`src/rtl/uss_pkg.sv`:
```
`timescale 1ns / 1ps
// ----------------------------------------------------------------------------
// uss_pkg: shared types and helpers of the UTF-8 sentence splitter
// Beat types, register indexes, character classes, and the lead-byte and
// code-point decode functions used by the splitter datapath.
// ----------------------------------------------------------------------------
package uss_pkg;

	localparam int CHAR_BYTES = 8;
	localparam int IDX_W      = 3;
	localparam int FILL_W     = 4;
	localparam int LEN_W      = 16;
	localparam int OUT_PARA_W = 20;
	localparam int CFG_IDX_W  = 2;
	localparam int CFG_DATA_W = 16;
	localparam int CP_W       = 50;

	localparam logic [CP_W-1:0]  HAN_LOW        = CP_W'(19968);
	localparam logic [CP_W-1:0]  HAN_HIGH       = CP_W'(40907);
	localparam logic [LEN_W:0]   UNKNOWN_MARGIN = 17'd500;
	localparam logic [LEN_W:0]   HAN_MARGIN     = 17'd10;
	localparam logic [7:0]       NEWLINE_BYTE   = 8'd10;
	localparam logic [LEN_W-1:0] LEN_MAX        = 16'hFFFF;
	localparam logic [LEN_W-1:0] MAX_BYTES_RST  = 16'd1024;

	localparam logic KIND_BYTE = 1'b0;
	localparam logic KIND_END  = 1'b1;

	typedef enum logic [CFG_IDX_W-1:0] {
		REG_MAX_BYTES = 2'd0,
		REG_STRATEGY  = 2'd1
	} cfg_reg_t;

	typedef enum logic [1:0] {
		CLS_HAN     = 2'd0,
		CLS_UNKNOWN = 2'd1,
		CLS_NEWLINE = 2'd2
	} char_class_t;

	typedef struct packed {
		logic [7:0] data_byte;
		logic       last_in_article;
	} in_item_t;

	typedef struct packed {
		logic                  item_kind;
		logic [7:0]            out_byte;
		logic [OUT_PARA_W-1:0] paragraph_number;
		logic                  last_of_run;
	} out_item_t;

	// results caused by one input byte: kept bytes, then an optional end marker
	typedef struct packed {
		logic [CHAR_BYTES-1:0][7:0] bytes;
		logic [FILL_W-1:0]          nbytes;
		logic                       marker;
		logic [OUT_PARA_W-1:0]      para;
	} bundle_t;

	// character length from the lead byte: one byte for ASCII, else one byte per leading one bit
	function automatic logic [FILL_W-1:0] lead_length(input logic [7:0] lead);
		logic [FILL_W-1:0] n;
		logic              run;
		n   = '0;
		run = 1'b1;
		if (!lead[7]) begin
			n = FILL_W'(1);
		end else begin
			for (int k = 0; k < 8; k++) begin
				if (run && lead[7-k]) begin
					n = n + FILL_W'(1);
				end else begin
					run = 1'b0;
				end
			end
		end
		return n;
	endfunction

	// decode the code point of the held bytes and sort it into a class
	function automatic char_class_t classify_char(
		input logic [CHAR_BYTES-1:0][7:0] cb,
		input logic [FILL_W-1:0]          size
	);
		logic [7:0]      lead;
		logic [CP_W-1:0] cp;
		logic [2:0]      pp;
		logic            run;
		logic [7:0]      mask;
		char_class_t     cls;
		lead = cb[0];
		cp   = '0;
		pp   = '0;
		run  = 1'b1;
		mask = '0;
		if (!lead[7]) begin
			cls = (lead == NEWLINE_BYTE) ? CLS_NEWLINE : CLS_HAN;
		end else begin
			// gather continuation payloads while the lead keeps announcing them
			for (int k = 0; k < 7; k++) begin
				if (run && (FILL_W'(k + 1) < size) && lead[6-k]) begin
					pp = 3'(k + 1);
					cp = {cp[CP_W-7:0], cb[k+1][5:0]};
				end else begin
					run = 1'b0;
				end
			end
			if (pp == 3'd7) begin
				mask = 8'hFF;
			end else begin
				mask = (8'd64 >> pp) - 8'd1;
			end
			cp  = cp | (CP_W'(lead & mask) << (int'(pp) * 6));
			cls = (cp >= HAN_LOW && cp <= HAN_HIGH) ? CLS_HAN : CLS_UNKNOWN;
		end
		return cls;
	endfunction

endpackage

```
`src/rtl/utf8_sentence_splitter_unit.sv`:
```
`timescale 1ns / 1ps
// ----------------------------------------------------------------------------
// utf8_sentence_splitter_unit: byte-serial UTF-8 sentence splitter
// Groups article bytes into characters, classifies them and emits the kept
// bytes of each sentence followed by an end marker.
// ----------------------------------------------------------------------------
// An input byte is registered, then handled combinationally: the character is
// assembled, decoded and classified, and the sentence state is updated. The
// results it causes go to a result emitter that gives one beat per cycle while
// out_ready is high. A byte that causes no result never waits for the emitter;
// a byte that causes k results (up to 9: eight bytes of a long character and an
// end marker) keeps the emitter busy until its last result is taken, and the
// next byte with results waits for the emitter to free up. Configuration writes
// are always ready and take effect on the next byte.
module utf8_sentence_splitter_unit import uss_pkg::*; #(
	parameter int PARAGRAPH_BITS = 20
) (
	input  logic                  clk,
	input  logic                  arst_n,
	input  logic                  in_valid,
	output logic                  in_ready,
	input  in_item_t              in_item,
	output logic                  out_valid,
	input  logic                  out_ready,
	output out_item_t             out_item,
	input  logic                  cfg_valid,
	output logic                  cfg_ready,
	input  logic [CFG_IDX_W-1:0]  cfg_index,
	input  logic [CFG_DATA_W-1:0] cfg_data
);

	localparam logic [PARAGRAPH_BITS-1:0] PARA_MAX = {PARAGRAPH_BITS{1'b1}};
	localparam logic [PARAGRAPH_BITS-1:0] PARA_ONE = PARAGRAPH_BITS'(1);

	// input stage
	logic     in_valid_s1;
	in_item_t in_item_s1;

	// configuration
	logic [LEN_W-1:0] max_bytes_q;
	logic             strategy_q;

	// splitter state
	logic                            collecting_q;
	logic [CHAR_BYTES-1:0][7:0]      char_bytes_q;
	logic [FILL_W-1:0]               char_fill_q;
	logic [FILL_W-1:0]               char_expected_q;
	logic [LEN_W-1:0]                sentence_length_q;
	logic [PARAGRAPH_BITS-1:0]       paragraph_count_q;
	logic [PARAGRAPH_BITS-1:0]       sentence_paragraph_q;
	logic                            skip_nl_seen_q;

	// next state
	logic                            nxt_collecting;
	logic [FILL_W-1:0]               nxt_fill;
	logic [FILL_W-1:0]               nxt_expected;
	logic [LEN_W-1:0]                nxt_length;
	logic [PARAGRAPH_BITS-1:0]       nxt_para;
	logic [PARAGRAPH_BITS-1:0]       nxt_spara;
	logic                            nxt_skip_nl;

	logic [CHAR_BYTES-1:0][7:0]      cur_bytes;
	logic [FILL_W-1:0]               expected;
	logic [FILL_W-1:0]               fill_next;
	logic                            char_done;
	char_class_t                     cls;
	logic                            opened;
	logic                            stop;
	logic [LEN_W-1:0]                len_eff;
	logic [LEN_W:0]                  len_sum;
	logic [FILL_W-1:0]               emit_n;
	logic                            marker;
	logic [PARAGRAPH_BITS-1:0]       run_para;
	logic                            has_results;
	logic                            advance;
	logic                            load_ready;
	bundle_t                         bundle;

	// assemble the character with the incoming byte
	always_comb begin
		cur_bytes = char_bytes_q;
		cur_bytes[char_fill_q[IDX_W-1:0]] = in_item_s1.data_byte;
		expected  = (char_fill_q == '0) ? lead_length(in_item_s1.data_byte) : char_expected_q;
		fill_next = char_fill_q + FILL_W'(1);
		char_done = (fill_next >= expected) || in_item_s1.last_in_article;
		cls       = classify_char(cur_bytes, fill_next);
	end

	// skip and collect decisions
	always_comb begin
		nxt_collecting = collecting_q;
		nxt_fill       = fill_next;
		nxt_expected   = expected;
		nxt_length     = sentence_length_q;
		nxt_para       = paragraph_count_q;
		nxt_spara      = sentence_paragraph_q;
		nxt_skip_nl    = skip_nl_seen_q;
		opened         = 1'b0;
		stop           = 1'b0;
		len_eff        = collecting_q ? sentence_length_q : '0;
		len_sum        = '0;
		emit_n         = '0;
		marker         = 1'b0;

		if (char_done) begin
			nxt_fill     = '0;
			nxt_expected = '0;
			// skipping phase: count the first newline, open on Han
			if (!collecting_q) begin
				if (cls == CLS_NEWLINE && !skip_nl_seen_q) begin
					nxt_skip_nl = 1'b1;
					if (paragraph_count_q != PARA_MAX) begin
						nxt_para = paragraph_count_q + PARA_ONE;
					end
				end
				if (cls == CLS_HAN) begin
					opened         = 1'b1;
					nxt_collecting = 1'b1;
					nxt_length     = '0;
					nxt_spara      = paragraph_count_q;
				end
			end
			if (collecting_q || opened) begin
				case (cls)
					CLS_NEWLINE: begin
						if (paragraph_count_q != PARA_MAX) begin
							nxt_para = paragraph_count_q + PARA_ONE;
						end
						stop = len_eff != '0;
					end
					CLS_UNKNOWN: begin
						if (strategy_q) begin
							stop = len_eff != '0;
						end else begin
							stop = (max_bytes_q != '0) &&
							       ({1'b0, len_eff} + UNKNOWN_MARGIN > {1'b0, max_bytes_q});
						end
					end
					default: begin
						stop       = (max_bytes_q != '0) &&
						             ({1'b0, len_eff} + HAN_MARGIN > {1'b0, max_bytes_q});
						emit_n     = fill_next;
						len_sum    = {1'b0, len_eff} + (LEN_W + 1)'(fill_next);
						nxt_length = len_sum[LEN_W] ? LEN_MAX : len_sum[LEN_W-1:0];
					end
				endcase
				if (stop) begin
					marker         = 1'b1;
					nxt_collecting = 1'b0;
					nxt_skip_nl    = 1'b0;
				end
			end
		end

		run_para = nxt_spara;

		// end of article: close an open sentence and start afresh
		if (in_item_s1.last_in_article) begin
			if (nxt_collecting) begin
				marker = 1'b1;
			end
			nxt_collecting = 1'b0;
			nxt_fill       = '0;
			nxt_expected   = '0;
			nxt_length     = '0;
			nxt_para       = PARA_ONE;
			nxt_spara      = PARA_ONE;
			nxt_skip_nl    = 1'b0;
		end
	end

	assign has_results   = (emit_n != '0) || marker;
	assign advance       = in_valid_s1 && (load_ready || !has_results);
	assign in_ready      = !in_valid_s1 || advance;
	assign cfg_ready     = 1'b1;

	always_comb begin
		bundle.bytes  = cur_bytes;
		bundle.nbytes = emit_n;
		bundle.marker = marker;
		bundle.para   = OUT_PARA_W'(run_para);
	end

	// input register
	always_ff @(posedge clk or negedge arst_n) begin
		if (!arst_n) begin
			in_valid_s1 <= 1'b0;
		end else if (in_ready) begin
			in_valid_s1 <= in_valid;
		end
	end

	always_ff @(posedge clk) begin
		if (in_valid && in_ready) begin
			in_item_s1 <= in_item;
		end
	end

	// configuration registers
	always_ff @(posedge clk or negedge arst_n) begin
		if (!arst_n) begin
			max_bytes_q <= MAX_BYTES_RST;
			strategy_q  <= 1'b1;
		end else if (cfg_valid && cfg_ready) begin
			unique case (cfg_reg_t'(cfg_index))
				REG_MAX_BYTES: max_bytes_q <= cfg_data;
				REG_STRATEGY:  strategy_q  <= cfg_data[0];
				default: ;
			endcase
		end
	end

	// splitter state
	always_ff @(posedge clk or negedge arst_n) begin
		if (!arst_n) begin
			collecting_q         <= 1'b0;
			char_fill_q          <= '0;
			char_expected_q      <= '0;
			sentence_length_q    <= '0;
			paragraph_count_q    <= PARA_ONE;
			sentence_paragraph_q <= PARA_ONE;
			skip_nl_seen_q       <= 1'b0;
		end else if (advance) begin
			collecting_q         <= nxt_collecting;
			char_fill_q          <= nxt_fill;
			char_expected_q      <= nxt_expected;
			sentence_length_q    <= nxt_length;
			paragraph_count_q    <= nxt_para;
			sentence_paragraph_q <= nxt_spara;
			skip_nl_seen_q       <= nxt_skip_nl;
		end
	end

	// character byte store
	always_ff @(posedge clk) begin
		if (advance) begin
			char_bytes_q[char_fill_q[IDX_W-1:0]] <= in_item_s1.data_byte;
		end
	end

	uss_emitter u_emitter (
		.clk        (clk),
		.arst_n     (arst_n),
		.load_valid (in_valid_s1 && has_results),
		.load_ready (load_ready),
		.load_data  (bundle),
		.out_valid  (out_valid),
		.out_ready  (out_ready),
		.out_item   (out_item)
	);

endmodule

```
`src/rtl/uss_emitter.sv`:
```
`timescale 1ns / 1ps
// ----------------------------------------------------------------------------
// uss_emitter: result serializer
// Holds the results caused by one input byte and hands them out one beat per
// cycle while out_ready is high: kept bytes in order, then any end marker.
// ----------------------------------------------------------------------------
module uss_emitter import uss_pkg::*; (
	input  logic      clk,
	input  logic      arst_n,
	input  logic      load_valid,
	output logic      load_ready,
	input  bundle_t   load_data,
	output logic      out_valid,
	input  logic      out_ready,
	output out_item_t out_item
);

	logic              full_q;
	logic [FILL_W-1:0] idx_q;
	bundle_t           bundle_q;
	logic              is_byte;
	logic              final_beat;
	logic              done;

	// select the current beat
	always_comb begin
		is_byte    = idx_q < bundle_q.nbytes;
		final_beat = is_byte ? ((idx_q + FILL_W'(1) == bundle_q.nbytes) && !bundle_q.marker)
		                     : 1'b1;
		out_item.item_kind        = is_byte ? KIND_BYTE : KIND_END;
		out_item.out_byte         = is_byte ? bundle_q.bytes[idx_q[IDX_W-1:0]] : 8'd0;
		out_item.paragraph_number = bundle_q.para;
		out_item.last_of_run      = final_beat;
	end

	assign out_valid  = full_q;
	assign done       = full_q && out_ready && final_beat;
	assign load_ready = !full_q || done;

	// hold the bundle and advance through its beats
	always_ff @(posedge clk or negedge arst_n) begin
		if (!arst_n) begin
			full_q <= 1'b0;
			idx_q  <= '0;
		end else if (load_valid && load_ready) begin
			full_q <= 1'b1;
			idx_q  <= '0;
		end else if (done) begin
			full_q <= 1'b0;
		end else if (full_q && out_ready) begin
			idx_q <= idx_q + FILL_W'(1);
		end
	end

	always_ff @(posedge clk) begin
		if (load_valid && load_ready) begin
			bundle_q <= load_data;
		end
	end

endmodule

```
`config.mk`:
```
export PLATFORM = sky130hd
export DESIGN_NAME = utf8_sentence_splitter_unit
export DESIGN_NICKNAME = d
export VERILOG_FILES = /design/src/rtl/uss_pkg.sv /design/src/rtl/utf8_sentence_splitter_unit.sv /design/src/rtl/uss_emitter.sv
export SDC_FILE = /design/constraint.sdc
export NUM_CORES = 1
export LEC_CHECK = 0
export BUFFER_PORTS_ARGS = -buffer_cell sky130_fd_sc_hd__buf_2
export CAP_MARGIN = 20
export CORE_MARGIN = 3
export CORE_UTILIZATION = 63
export DETAILED_ROUTE_END_ITERATION = 10
export GPL_TIMING_DRIVEN = 0
export HOLD_SLACK_MARGIN = 0.03
export PLACE_DENSITY = 0.81
export SLEW_MARGIN = 20
export SYNTH_ARGS = -nofsm -noshare
export SYNTH_HDL_FRONTEND = slang
export SYNTH_HIERARCHICAL = 1
export SYNTH_SLANG_ARGS = --single-unit
```
`constraint.sdc`:
```
create_clock -name clk -period 15.2 [get_ports clk]
set_input_delay 0.76 -clock clk [delete_from_list [all_inputs] [get_ports clk]]
set_output_delay 0.76 -clock clk [all_outputs]
set_load 0.05 [all_outputs]
```
Yosys cells after proc, flatten, opt, wreduce, memory -nomap -nowiden
Index checks and enable logic that the tools add are counted.
{"block": "word_totals", "reg_bits": 251, "inputBits": 32, "output_inout_bits": 33, "wordCells": 258}
{"block": "classes", "n_addsub": 14, "mul": 1, "n_lt_le_gt_ge": 16, "eq_ne": 8, "shift": 2, "muxes": 125, "n_bitwise": 2, "n_reduce_logical": 57}
{"cell": "50-bit two-way mux", "n": 7}
{"cell": "20-bit two-way mux", "n": 12}
{"cell": "16-bit two-way mux", "n": 8}
{"cell": "4-bit two-way mux", "n": 26}
{"cell": "64-bit bitwise mux", "n": 1}
{"cell": "1-bit two-way mux", "n": 53}
{"cell": "50-bit by 15-bit greater-or-equal comparator with 1-bit output, second input constant", "n": 1}
{"cell": "50-bit by 16-bit less-or-equal comparator with 1-bit output, second input constant", "n": 1}
{"cell": "50-bit OR", "n": 1}
{"cell": "8-bit by 6-bit << shifter with 50-bit output", "n": 1}
{"cell": "8-bit two-way mux", "n": 5}
{"cell": "4-bit by 1-bit adder with 4-bit output, second input constant", "n": 9}
{"cell": "17-bit by 16-bit > comparator with 1-bit output", "n": 2}
{"cell": "1-bit logical AND", "n": 32}
{"cell": "16-bit nonzero test", "n": 2}
{"cell": "8-bit binary-select mux with 3-bit select", "n": 1}
{"cell": "8-bit demux with 3-bit select", "n": 1}
{"cell": "3-bit two-way mux", "n": 7}
{"cell": "20-bit by 1-bit adder with 20-bit output, second input constant", "n": 1}
{"cell": "20-bit != test, second input constant", "n": 1}
{"cell": "16-bit by 4-bit adder with 17-bit output", "n": 1}
{"cell": "16-bit by 4-bit adder with 17-bit output, second input constant", "n": 1}
{"cell": "16-bit by 9-bit adder with 17-bit output, second input constant", "n": 1}
{"cell": "3-bit by 4-bit less-than comparator with 1-bit output, first input constant", "n": 4}
{"cell": "27 further kinds", "n": 46}

Longest topological paths before layout
Gate-level depths: netlist of run 1.
{"block": "logic_depth", "ltp_word": 61, "ltp_mapped": 31, "depth_no_buf": 26}

Modules after synthesis
The synthesis of run 1 kept the hierarchy.
{"mod": "utf8_sentence_splitter_unit", "instances": 1, "cells_per_inst": 1476, "area_each_um2": 12738.5, "seq_area_each_um2": 4299.1}
{"mod": "uss_emitter", "instances": 1, "cells_per_inst": 216, "area_each_um2": 3802.4, "seq_area_each_um2": 2797.7}

Least setup slack after synthesis of run 1
Ideal clock, no wire load.
{"block": "synth_path", "path_type": "register to register", "from": "register char_fill_q[1]", "to": "register u_emitter/bundle_q[20] (netlist name), enable pin", "t_arrival_ns": 10.139, "required_time_ns": 14.634, "setup_slack_ns": 4.495, "path_stages_with_launch": 27, "period_less_slack_ns": 10.705, "path_cell_list": "dfrtp_1 buf_2 buf_2 inv_1 ha_1 clkbuf_1 a22o_1 o21ai_1 nor4_4 nor2_2 buf_2 ha_1 clkbuf_1 inv_1 fa_1 or2_2 buf_1 o22ai_1 mux2i_1 o21a_1 a2111o_1 nor4_2 mux2i_1 and4_4 nor4b_1 inv_1 a21oi_1"}
{"block": "synth_between", "elab_chain_cells": 55}
{"item": "start, declared", "line": "utf8_sentence_splitter_unit.sv:46", "rtl": "logic [FILL_W-1:0] char_fill_q;"}
{"item": "start signal, assigned", "line": "utf8_sentence_splitter_unit.sv:225", "rtl": "char_fill_q <= nxt_fill;"}
{"item": "3-bit by 4-bit less-than comparator with 1-bit output (implied by the code) or 3-bit by 1-bit greater-or-equal comparator with 1-bit output (tied branches)", "line": "utf8_sentence_splitter_unit.sv:82", "rtl": "cur_bytes[char_fill_q[IDX_W-1:0]] = in_item_s1.data_byte;"}
{"item": "1-bit logical AND (implied by the code)", "line": "utf8_sentence_splitter_unit.sv:82"}
{"item": "8-bit two-way mux (implied by the code)", "line": "utf8_sentence_splitter_unit.sv:82"}
{"item": "8-bit demux with 3-bit select", "line": "utf8_sentence_splitter_unit.sv:82"}
{"item": "64-bit bitwise mux", "line": "utf8_sentence_splitter_unit.sv:82"}
{"item": "1-bit logical AND", "line": "uss_pkg.sv:101", "rtl": "if (run && (FILL_W'(k + 1) < size) && lead[6-k]) begin"}
{"item": "1-bit two-way mux", "line": "uss_pkg.sv:101"}
{"item": "1-bit two-way mux", "line": "uss_pkg.sv:96", "rtl": "if (!lead[7]) begin"}
{"item": "[... 39 more ...]"}
{"item": "1-bit two-way mux or 1-bit logical OR (tied branches)", "line": "utf8_sentence_splitter_unit.sv:147, utf8_sentence_splitter_unit.sv:123"}
{"item": "1-bit two-way mux", "line": "utf8_sentence_splitter_unit.sv:123", "rtl": "if (collecting_q || opened) begin"}
{"item": "1-bit two-way mux", "line": "utf8_sentence_splitter_unit.sv:105", "rtl": "if (char_done) begin"}
{"item": "1-bit two-way mux", "line": "utf8_sentence_splitter_unit.sv:159", "rtl": "if (nxt_collecting) begin"}
{"item": "1-bit two-way mux", "line": "utf8_sentence_splitter_unit.sv:158", "rtl": "if (in_item_s1.last_in_article) begin"}
{"item": "1-bit logical OR *", "line": "utf8_sentence_splitter_unit.sv:172", "rtl": "assign has_results = (emit_n != '0) || marker;"}
{"item": "1-bit logical AND *", "line": "utf8_sentence_splitter_unit.sv:244", "rtl": ".load_valid (in_valid_s1 && has_results),"}
{"item": "1-bit logical AND *", "line": "uss_emitter.sv:56", "rtl": "if (load_valid && load_ready) begin"}
{"item": "end signal, assigned", "line": "uss_emitter.sv:57", "rtl": "bundle_q <= load_data;"}
{"item": "end, declared", "line": "uss_emitter.sv:20", "rtl": "bundle_t bundle_q;"}
Every way passes the cells marked *; elsewhere a longest branch is shown, timed or not. The select of a mux whose other input is x is not followed.
A chain may end at the register's enable or synchronous reset.

Worst setup path in the final report of run 1
{"block": "layout_path", "from": "register char_fill_q[0]", "to": "output in_ready"}
{"block": "layout_between", "elab_chain_cells": 57}
{"item": "3-bit by 4-bit less-than comparator with 1-bit output (implied by the code) or 3-bit by 1-bit greater-or-equal comparator with 1-bit output (tied branches)", "line": "utf8_sentence_splitter_unit.sv:82"}
{"item": "1-bit logical AND (implied by the code)", "line": "utf8_sentence_splitter_unit.sv:82"}
{"item": "8-bit two-way mux (implied by the code)", "line": "utf8_sentence_splitter_unit.sv:82"}
{"item": "8-bit demux with 3-bit select", "line": "utf8_sentence_splitter_unit.sv:82"}
{"item": "64-bit bitwise mux", "line": "utf8_sentence_splitter_unit.sv:82"}
{"item": "1-bit logical AND", "line": "uss_pkg.sv:101"}
{"item": "1-bit two-way mux", "line": "uss_pkg.sv:101"}
{"item": "1-bit two-way mux", "line": "uss_pkg.sv:96"}
{"item": "[... 41 more ...]"}
{"item": "1-bit two-way mux", "line": "utf8_sentence_splitter_unit.sv:105"}
{"item": "1-bit two-way mux", "line": "utf8_sentence_splitter_unit.sv:159"}
{"item": "1-bit two-way mux", "line": "utf8_sentence_splitter_unit.sv:158"}
{"item": "1-bit logical OR *", "line": "utf8_sentence_splitter_unit.sv:172"}
{"item": "1-bit zero test *", "line": "utf8_sentence_splitter_unit.sv:173", "rtl": "assign advance = in_valid_s1 && (load_ready || !has_results);"}
{"item": "1-bit logical OR *", "line": "utf8_sentence_splitter_unit.sv:173"}
{"item": "1-bit logical AND *", "line": "utf8_sentence_splitter_unit.sv:173"}
{"item": "1-bit logical OR *", "line": "utf8_sentence_splitter_unit.sv:174", "rtl": "assign in_ready = !in_valid_s1 || advance;"}
{"item": "end, declared", "line": "utf8_sentence_splitter_unit.sv:21", "rtl": "output logic in_ready,"}
Marked as above.

==> results of run 1 <==
## per-stage QoR
step,worst slack (ns),utilization,cells
after floorplan,4.50,-,1692
after global placement,0.684,0.678,2085
after detailed placement,6.05,0.685,2091
after CTS,5.45,0.718,2139
after global routing,5.10,0.719,2139
final,5.56,0.719,2139
## cells in the final DEF, fill, tap and decap left out, types with 63 or more instances in the layout
cell / netlist / routed
sky130_fd_sc_hd__edfxtp_1: 162 / 162
sky130_fd_sc_hd__o21ai_0: 75 / 75
sky130_fd_sc_hd__buf_2: 29 / 91
sky130_fd_sc_hd__dfrtp_1: 85 / 85
sky130_fd_sc_hd__ha_1: 63 / 63
sky130_fd_sc_hd__clkbuf_1: 69 / 70
sky130_fd_sc_hd__nand2_1: 219 / 219
sky130_fd_sc_hd__nor2_1: 94 / 94
sky130_fd_sc_hd__inv_1: 95 / 95
sky130_fd_sc_hd__a21oi_1: 79 / 78
## power groups by stage
stage	registers (mW)	clock network, mW	logic, mW
after detailed placement	1.29	0	2.15
after global placement	1.30	0	2.03
after CTS	1.29	0.641	2.17
after floorplan	1.25	0	1.53
final	1.29	0.644	2.23
after global routing	1.31	0.669	2.39
## worst paths after layout
kind | startpoint | endpoint | cells past startpoint
hold reg to reg | char_expected_q[3] | char_expected_q[3] | 1
max in group asynchronous | arst_n | max_bytes_q[10] | 2
setup / recovery | char_fill_q[0] | in_ready | 27
min in group clk | in_item[8] | in_item_s1[8] | 1
setup reg to reg | char_fill_q[0] | u_emitter/bundle_q[46] | 29
hold / removal | arst_n | sentence_paragraph_q[1] | 1
## sequential cells by signal (all words and copies together) (netlist names)
signal / flops
char_bytes_q: 64
char_expected_q: 4
char_fill_q: 4
collecting_q: 1
in_item_s1: 9
in_valid_s1: 1
max_bytes_q: 16
paragraph_count_q: 20
sentence_length_q: 16
sentence_paragraph_q: 20
skip_nl_seen_q: 1
strategy_q: 1
u_emitter/bundle_q: 69
u_emitter/idx_q: 4
u_emitter/out_item: 20
u_emitter/out_valid: 1
## worst reg2reg max path, delay by kind of cell, from the launching register on
family	cells	cell delay, ns
buf+inv	11	2.65
fa+ha+maj	3	1.03
simple gates	6	1.94
xor+xnor	1	0.59
compound gates	7	1.94
flops	1	0.44
mux	1	0.66
## synth_stat cells (all sizes together), types with 17 or more instances
cell type / n
nand2: 219
edfxtp: 162
inv: 99
nor2: 97
o21ai: 89
dfrtp: 85
a21oi: 79
clkbuf: 69
buf: 63
ha: 63
nand3: 43
mux2: 42
nor3: 41
mux2i: 38
o221ai: 31
o211ai: 27
a31oi: 26
a21o: 24
or3: 18
xnor2: 18
o22a: 17
xor2: 17
## routing by layer
metal,track usage,up-vias
li1,-,6509
met1,0.527,7171
met2,0.574,1038
met3,0.0498,132
met4,0.110,0
met5,0,-
## layout make-up
class / instances / area, sq um / share of cell area
well taps: 330 / 413 / 0.0226
inverters: 100 / 375 / 0.0205
plain buffers: 132 / 656 / 0.0358
clock buffers: 27 / 654 / 0.0357
flip-flops and latches: 251 / 7100 / 0.388
clock inverters: 21 / 201 / 0.0110
multi-input cells: 1209 / 8440 / 0.461
repair buffers: 69 / 467 / 0.0255
## logic make-up (layout without fill, tap and decap cells)
logic type,Yosys count,in the layout,share of synthesized area
simple gates,554,554,0.164
compound gates,457,457,0.201
flops,251,251,0.429
buf+inv,232,349,0.0623
mux,96,96,0.0734
fa+ha+maj,65,65,0.0501
xor+xnor,36,36,0.0199
other cells,1,1,0.000227
==> metrics, run 1 <==
design area=between 0.015 and 0.02 sq mm; area added between synthesis and finish=10.7%; critical path's slowest cell=sky130_fd_sc_hd__mux2i_1; drt pass-1 iters=8; post-synth top area cell=sky130_fd_sc_hd__edfxtp_1; source-to-sink clock delay at the later pin of the worst-skew pair=0.55 ns; Cell Area, Synth=0.0165 sq mm; net switching power=between 1.5 and 2 mW; required time of the critical path=approximately 14 ns; result of the run=finished clean; I/O Buffers=63; final count of negative-setup-slack endpoints=0; via count=between 10,000 and 15,000; max incr delay on CP=0.66 ns; switching fraction of total power=0.466; Ports=65; Gates resized, CTS repair=0; half-perimeter wire length of the detailed placement result=37,900 um; worst setup path category=reg -> out; Core Rows=58; Avg Synthesized Cell Area=9.78 sq um; Sinks on Clock Net=251; leakage power of the design=7.39 nW; Bufs on Longest Clock Path=3; Chip Width=around 170 um; GRT Overall Usage=0.363; sequential fraction of design power=0.311; CTS Buf Count=26; diode insertion count for antenna repair=0; met1 WL=20,900 um; transition time at the pin with the least slew margin=~1.2 ns; Max transition margin=0.202; final wirelength=52,000 um; worst voltage drop across the vdd grid=298 uV; maxcap violations=0; worst-path fanout max=10; routed length per instance=24.3 um; cell area reported after detailed placement=0.0174 sq mm; met2 routed WL=23,900 um; detail-routed via count per cell=6.94; Worst R2R Setup Slack=5.65 ns; Pwr Density=228 mW/mm^2; nets=between 1,500 and 2,000; type of the most critical hold path=in -> async; Iter 0 DRT Violations=2,184; master cell of the clock root buffer=sky130_fd_sc_hd__clkbuf_16; routability congestion estimate=0.979; post-CTS setup buffers=0; Routed met3 length=5570 um; startpoint type of the worst setup path=flip-flop; CTS tree=done; post-synthesis net count=1,789; H-tree level count=1; largest net degree at the start of global routing=74; summed negative setup slack over all endpoints=0 ns; area share of the largest cell type after synthesis=0.294; remaining global-route overflow=0; portion of total power attributed to combinational logic=0.535; internal power=2.22 mW; data arrival at the endpoint of the critical path=8.88 ns; number of antenna violations at the first check in global routing=0; number of global-route vias before repair=between 10,000 and 15,000; Core Area=0.0255 sq mm; portion of the post-synthesis area used by sequential elements=0.429; CTS clk-pin slew, worst paths=0.06 ns; Initial Utilization=0.649; Fin. Hold Viols=0; top area cells in the synthesized netlist=sky130_fd_sc_hd__edfxtp_1, sky130_fd_sc_hd__dfrtp_1, sky130_fd_sc_hd__nand2_1, sky130_fd_sc_hd__ha_1, sky130_fd_sc_hd__mux2_2; die area=0.0282 sq mm; Syn Inst Count=1,692; number of storage elements in the synthesis netlist=251; clock share of power=0.155; maximum clock rate=a little over 0.1 GHz; CP bufs+invs=9; prevailing post-synth register cell=sky130_fd_sc_hd__edfxtp_1; post-route ant nets=0; quantity of hold-fixing buffers added after cts=0; gate family responsible for the most delay along the worst path=buffers and inverters; final worst path period need=9.64 ns; overall die height=168 um; number of enable-type register cells in the synthesized netlist=~160; Max Transition Viols Final=0; fraction of layout instances using a drive strength above 1=0.159; FILL cells=1,800; wire length of the first global-routing pass=81,700 um; final routed DRC violation total=0; final period utilization=0.634; async set-or-reset flop fraction in the synthesized netlist=0.355; count of unique library cells instantiated by Yosys=97; final worst clock skew=~0.026 ns; kind of capture point of the worst setup path=primary output; Design Power=4.17 mW; Hold Worst Slack=0.0739 ns; RSZ-0062 raised after global routing=false; uppermost layer routed=met4; count of warnings emitted by yosys=6
(Power assumes the default switching activity.)
==> run 2: changes to the inputs <==
Settings changed: CORE_UTILIZATION 63 to 57, PLACE_DENSITY 0.81 to 0.77.
Clock period 15.2 ns to 8.4 ns, I/O delays scaled along.
==> run 2 against run 1 <==
  * The run now ends with DRC left
  * First-iteration DRC count decreased by 19%
  * Sequential share of layout area decreased by 0.58 points
  * Register-to-register slack got worse by 5.3 ns
  * Total power increased by 83%
  * Cell count increased by 2.5%
  * Utilization decreased by 5.9 points
  * Die area increased by 10%
  * Sequential power increased by 81%
  * Worst setup slack got worse by 5.2 ns
  * Routed wire length increased by 0.91%
  * Critical path depth increased by 1
  * Global-route usage decreased by 3.2 points
  * Critical endpoint is now char_bytes_q[52]
  * Highest routed layer unchanged
==> metrics, run 2 (synthesis results as in run 1) <==
summed negative setup slack over all endpoints=0 ns (unchanged); max incr delay on CP=0.53 ns (-0.13 ns); design area=0.0186 sq mm (+1.5%); master cell of the clock root buffer=sky130_fd_sc_hd__clkbuf_16; Chip Width=176 um (+4.9%); CTS Buf Count=27 (+3.8%); worst-path fanout max=36 (+26); drt pass-1 iters=9 (+1); H-tree level count=1 (unchanged); Pwr Density=411 mW/mm^2 (+81%); violated checks=DRC; kind of capture point of the worst setup path=flip-flop; Worst Setup SP=char_fill_q[0]; Initial Utilization=0.587 (-0.0621); CTS tree=done; Iter 0 DRT Violations=1,771 (-19%); cell area reported after detailed placement=0.0175 sq mm (+0.31%); source-to-sink clock delay at the later pin of the worst-skew pair=0.54 ns (about the same); largest net degree at the start of global routing=74 (unchanged); routability congestion estimate=0.972 (-0.73%); leakage power of the design=7.47 nW (+1.0%); Fin. Hold Viols=0 (unchanged); final routed DRC violation total=1 (+1); type of the most critical hold path=in -> reg; worst r2r path cells=28 (-3.4%); die area=0.0311 sq mm (+10%); max FFs per register=69 (unchanged); Hold Worst Slack=0.0564 ns (-0.0175 ns); via count=14,500 (-2.2%); final period utilization=0.962; gate family responsible for the most delay along the worst path=buffers and inverters; number of antenna violations at the first check in global routing=0 (unchanged); most frequent cells in the layout=sky130_fd_sc_hd__nand2_1, sky130_fd_sc_hd__edfxtp_1, sky130_fd_sc_hd__nor2_1, sky130_fd_sc_hd__inv_1, sky130_fd_sc_hd__buf_2; post-route ant nets=0 (unchanged); final worst clock skew=0.0219 ns (-0.00403 ns); number of global-route vias before repair=13,900 (-3.0%); fraction of layout instances using a drive strength above 1=0.170 (+0.0105); Bufs on Longest Clock Path=3 (unchanged); I/O Buffers=63 (unchanged); Hold Path Origin=in_item[7]; transition time at the pin with the least slew margin=1.09 ns (-0.0960 ns); FILL cells=2,182 (+21%); detail-routed via count per cell=6.62 (-4.6%); placed cells=2,139 (+2.3%); Final WS setup=0.321 ns (-5.24 ns); Worst R2R Setup Slack=0.32 ns (-5.33 ns); worst voltage drop across the vdd grid=218 uV (-27%); routed length per instance=23.9 um (-1.6%); worst setup path category=reg -> reg; Sinks on Clock Net=251 (unchanged); CP bufs+invs=10 (+1); critical path's slowest cell=sky130_fd_sc_hd__or4_1; required time of the critical path=8.66 ns (-5.78 ns); overall die height=176 um (+4.9%); Max Transition Viols Final=0 (unchanged); final count of negative-setup-slack endpoints=0 (unchanged); wire length of the first global-routing pass=81,200 um (-0.68%); final worst path period need=slightly above 8 ns; Design Power=7.64 mW (+83%); result of the run=finished, violations left; area added between synthesis and finish=12.4%; commonest non-fill, non-tap cell in the layout=sky130_fd_sc_hd__nand2_1; destination of the worst register-to-register timing path=char_bytes_q[52]; diode insertion count for antenna repair=0 (unchanged); half-perimeter wire length of the detailed placement result=38,400 um (+1.2%); final cell utilization of the core=0.660 (-0.0587); CTS clk-pin slew, worst paths=0.06 ns (about the same); data arrival at the endpoint of the critical path=8.34 ns (-0.54 ns); Core Area=0.0282 sq mm (+11%); Ports=65 (unchanged); startpoint type of the worst setup path=flip-flop; Core Rows=61 (+5.2%); Max transition margin=0.267 (+0.0645); register with the most flip-flops=u_emitter/bundle_q; final wirelength=52,500 um (+0.91%); Levels on crit path=28 (+3.7%); reg-to-reg startpoint=char_fill_q[0]; worst-case setup slack after placement=-1.10 ns (-7.14 ns); GRT Overall Usage=0.331 (-0.0317); Final Non-Filler Cells=2,193 (+2.5%); maximum clock rate=0.124 GHz; remaining global-route overflow=0 (unchanged); critical path endpoint=char_bytes_q[52]; nets=1,892 (+0.32%); maxcap violations=0 (unchanged)
## run 2: routing by layer
metal / share of wire / vias up / track usage
met3: 0.099 / 107 / 0.0551
met4: 0.024 / 0 / 0.0825
met5: 0 / - / 0
li1: - / 6544 / -
met2: 0.45 / 834 / 0.516
met1: 0.42 / 7032 / 0.487
## run 2: worst register-to-register path, delay by kind of cell, from the launching register on
kind	cells	cell delay [ns]
flops	1	0.46
buf+inv	10	2.32
mux	1	0.45
fa+ha+maj	3	1.24
xor+xnor	1	0.32
compound gates	7	1.46
simple gates	6	1.53
## run 2: worst min-delay path by stage
stage | end | slack [ns] | cells past startpoint
after floorplan | char_expected_q[0] | 0.12 | 0
after global placement | char_expected_q[3] | 0.46 | 1
after detailed placement | sentence_paragraph_q[6] | 0.29 | 1
after CTS | in_item_s1[0] | 0.03 | 1
after global routing | in_item_s1[7] | 0.04 | 1
final | in_item_s1[7] | 0.06 | 1
## run 2: power breakdown
part           switching, mW  internal [mW]
clock network          0.501          0.701
logic                   2.75           1.36
registers              0.275           2.05
total                   3.53           4.11
## run 2: final cells by class
cell class | instances | area, sq um | share of cell area
repair buffers | 76 | 539 | 0.0290
flip-flops and latches | 251 | 7100 | 0.382
clock buffers | 34 | 722 | 0.0388
plain buffers | 130 | 669 | 0.0360
inverters | 100 | 379 | 0.0204
clock inverters | 15 | 160 | 0.00862
well taps | 378 | 473 | 0.0254
multi-input cells | 1209 | 8550 | 0.460
## run 2: what timing repair did
action,in CTS,in global routing
hold buffers,1,0
gates resized for setup,16,10
gates cloned,0,1
endpoints found under the hold margin,21,0
pin swaps,1,1
setup buffers,2,3
setup endpoints to repair,250,247
==> run 3: changes to the inputs <==
Settings changed: RECOVER_POWER from default to 50, SKIP_LAST_GASP from default to 1.
==> run 3 against run 2 <==
  * The run ends with capacitance limit, slew limit left
  * Die area is the same
  * Register-to-register slack about the same
  * Cell count did not move
  * Worst hold slack worse by 0.00073 ns
  * Combinational power barely moved
  * Sequential share of layout area rose by 0.18 points
  * Maximum frequency barely moved
  * Total power shrank 0.37%
  * Non-clock buffer count did not move
  * Sequential cell count is the same
  * Critical endpoint unchanged
  * Largest cell class unchanged
  * Largest power group unchanged
==> metrics, run 3 (synthesis results as in run 1) <==
result of the run=finished, violations left; violated checks=capacitance limit, slew limit; worst voltage drop across the vdd grid=218 uV (-0.30%); commonest non-fill, non-tap cell in the layout=sky130_fd_sc_hd__nand2_1; routability congestion estimate=0.972 (unchanged); number of global-route vias before repair=13,900 (unchanged); Sinks on Clock Net=251 (unchanged); type of the most critical hold path=in -> reg; maximum clock rate=0.124 GHz (about the same); placed cells=2,139 (unchanged); data arrival at the endpoint of the critical path=8.31 ns (-0.03 ns); Core Rows=61 (unchanged); fraction of layout instances using a drive strength above 1=0.136 (-0.0336); Iter 0 DRT Violations=1,711 (-3.4%); largest net degree at the start of global routing=74 (unchanged); critical path's slowest cell=sky130_fd_sc_hd__ha_2; Final Non-Filler Cells=2,193 (unchanged); via count=14,700 (+1.0%); required time of the critical path=8.62 ns (-0.04 ns); transition time at the pin with the least slew margin=3.85 ns (+2.76 ns); CP bufs+invs=11 (+1); GRT met2 Usage=0.516 (unchanged); wire length of the first global-routing pass=81,200 um (unchanged); Initial Utilization=0.587 (unchanged); max incr delay on CP=0.49 ns (-0.04 ns); maxcap violations=1 (+1); register with the most flip-flops=u_emitter/bundle_q; remaining global-route overflow=0 (unchanged); Design Power=7.61 mW (-0.37%); half-perimeter wire length of the detailed placement result=38,400 um (unchanged); final worst path period need=8.09 ns (+0.00799 ns); footprint of the flip-flops and latches=0.00710 sq mm (unchanged); most frequent cells in the layout=sky130_fd_sc_hd__nand2_1, sky130_fd_sc_hd__edfxtp_1, sky130_fd_sc_hd__clkbuf_1; Bufs on Longest Clock Path=3 (unchanged); Chip Width=176 um (unchanged); kind of capture point of the worst setup path=flip-flop; die area=0.0311 sq mm (unchanged); startpoint type of the worst setup path=flip-flop; gate family responsible for the most delay along the worst path=buffers and inverters; Core Area=0.0282 sq mm (unchanged); M1 GR Usage=0.487 (unchanged); Pwr Density=411 mW/mm^2 (about the same); detail-routed via count per cell=6.69 (+1.0%); worst-path fanout max=36 (unchanged); post-route ant nets=0 (unchanged); met3 Use GR=0.0551 (unchanged); Worst R2R Setup Slack=0.31 ns (about the same); GRT Overall Usage=0.331 (unchanged); area added between synthesis and finish=11.9%; summed negative setup slack over all endpoints=0 ns (unchanged); Ports=65 (unchanged); Fin. Hold Viols=0 (unchanged); final routed DRC violation total=0 (-1); master cell of the clock root buffer=sky130_fd_sc_hd__clkbuf_16; nets=1,892 (unchanged); source-to-sink clock delay at the later pin of the worst-skew pair=0.55 ns (about the same); number of antenna violations at the first check in global routing=0 (unchanged); I/O Buffers=63 (unchanged); diode insertion count for antenna repair=0 (unchanged); H-tree level count=1 (unchanged); most congested layer reported by global routing=met2; final period utilization=0.963 (about the same); final worst clock skew=0.0221 ns (+0.000142 ns); total area of multi-input combinational cells=0.00854 sq mm (-0.12%); CTS clk-pin slew, worst paths=0.07 ns (about the same); worst setup path category=reg -> reg; drt pass-1 iters=8 (-1); FILL cells=2,210 (+1.3%); Max Transition Viols Final=69 (+69); Hold Worst Slack=0.0557 ns (-0.000734 ns); final wirelength=52,500 um (+0.12%); CTS tree=done; CTS Buf Count=27 (unchanged); leakage power of the design=7.35 nW (-1.5%); max FFs per register=69 (unchanged); Max transition margin=-1.57 (-1.83); routed length per instance=24.0 um (+0.12%); overall die height=176 um (unchanged); final count of negative-setup-slack endpoints=0 (unchanged)
[run 3: area by class of cell]
cell class,count,share of cell area
flip-flops and latches,251,0.384
clock buffers,34,0.0390
clock inverters,15,0.00866
multi-input cells,1209,0.461
inverters,100,0.0205
plain buffers,130,0.0354
well taps,378,0.0256
repair buffers,76,0.0259
[run 3: what timing repair did]
item,CTS,global route
endpoints found under the setup margin,250,247
gates cloned,0,1
pin swaps,1,1
endpoints found under the hold margin,21,0
hold buffers,1,0
gates resized for setup,16,10
buffers inserted,2,3
[run 3: worst paths after layout]
check	from	to	depth (start not counted)
setup / recovery	char_fill_q[0]	char_bytes_q[52]	28
hold / removal	in_item[7]	in_item_s1[7]	1
setup reg to reg	char_fill_q[0]	char_bytes_q[52]	28
hold reg to reg	char_expected_q[2]	char_expected_q[2]	1
max in group asynchronous	arst_n	max_bytes_q[5]	3
min in group asynchronous	arst_n	paragraph_count_q[6]	2
[run 3: routing by layer]
layer,part of all wire,up-vias
met5,0,-
met4,0.026,0
met3,0.11,113
met2,0.45,949
met1,0.41,7066
li1,-,6539
[run 3: worst reg2reg max path, delay by kind of cell (launching register included)]
family	cells	cell delay [ns]
multiplexers	1	0.17
XOR/XNOR	1	0.32
adder cells (fa/ha/maj)	3	1.23
flip-flops	1	0.46
AND/OR/NAND/NOR	7	1.48
buffers and inverters	11	2.65
AO/OA/AOI/OAI	5	1.44
[run 3: power by group]
part	total [mW]	internal, mW	switching (mW)
Combinational	4.09	1.32	2.76
Clock	1.20	0.701	0.500
Sequential	2.32	2.05	0.275
[run 3: stage by stage]
stage / utilization / worst slack (ns) / cell area [sq um]
floorplan: - / 0.647 / 16600
global placement: 0.616 / -2.19 / 17300
detailed placement: 0.621 / -1.10 / 17500
CTS: 0.657 / 0.0209 / 18500
global route: 0.657 / -0.000590 / 18500
finish: 0.657 / 0.313 / 18500
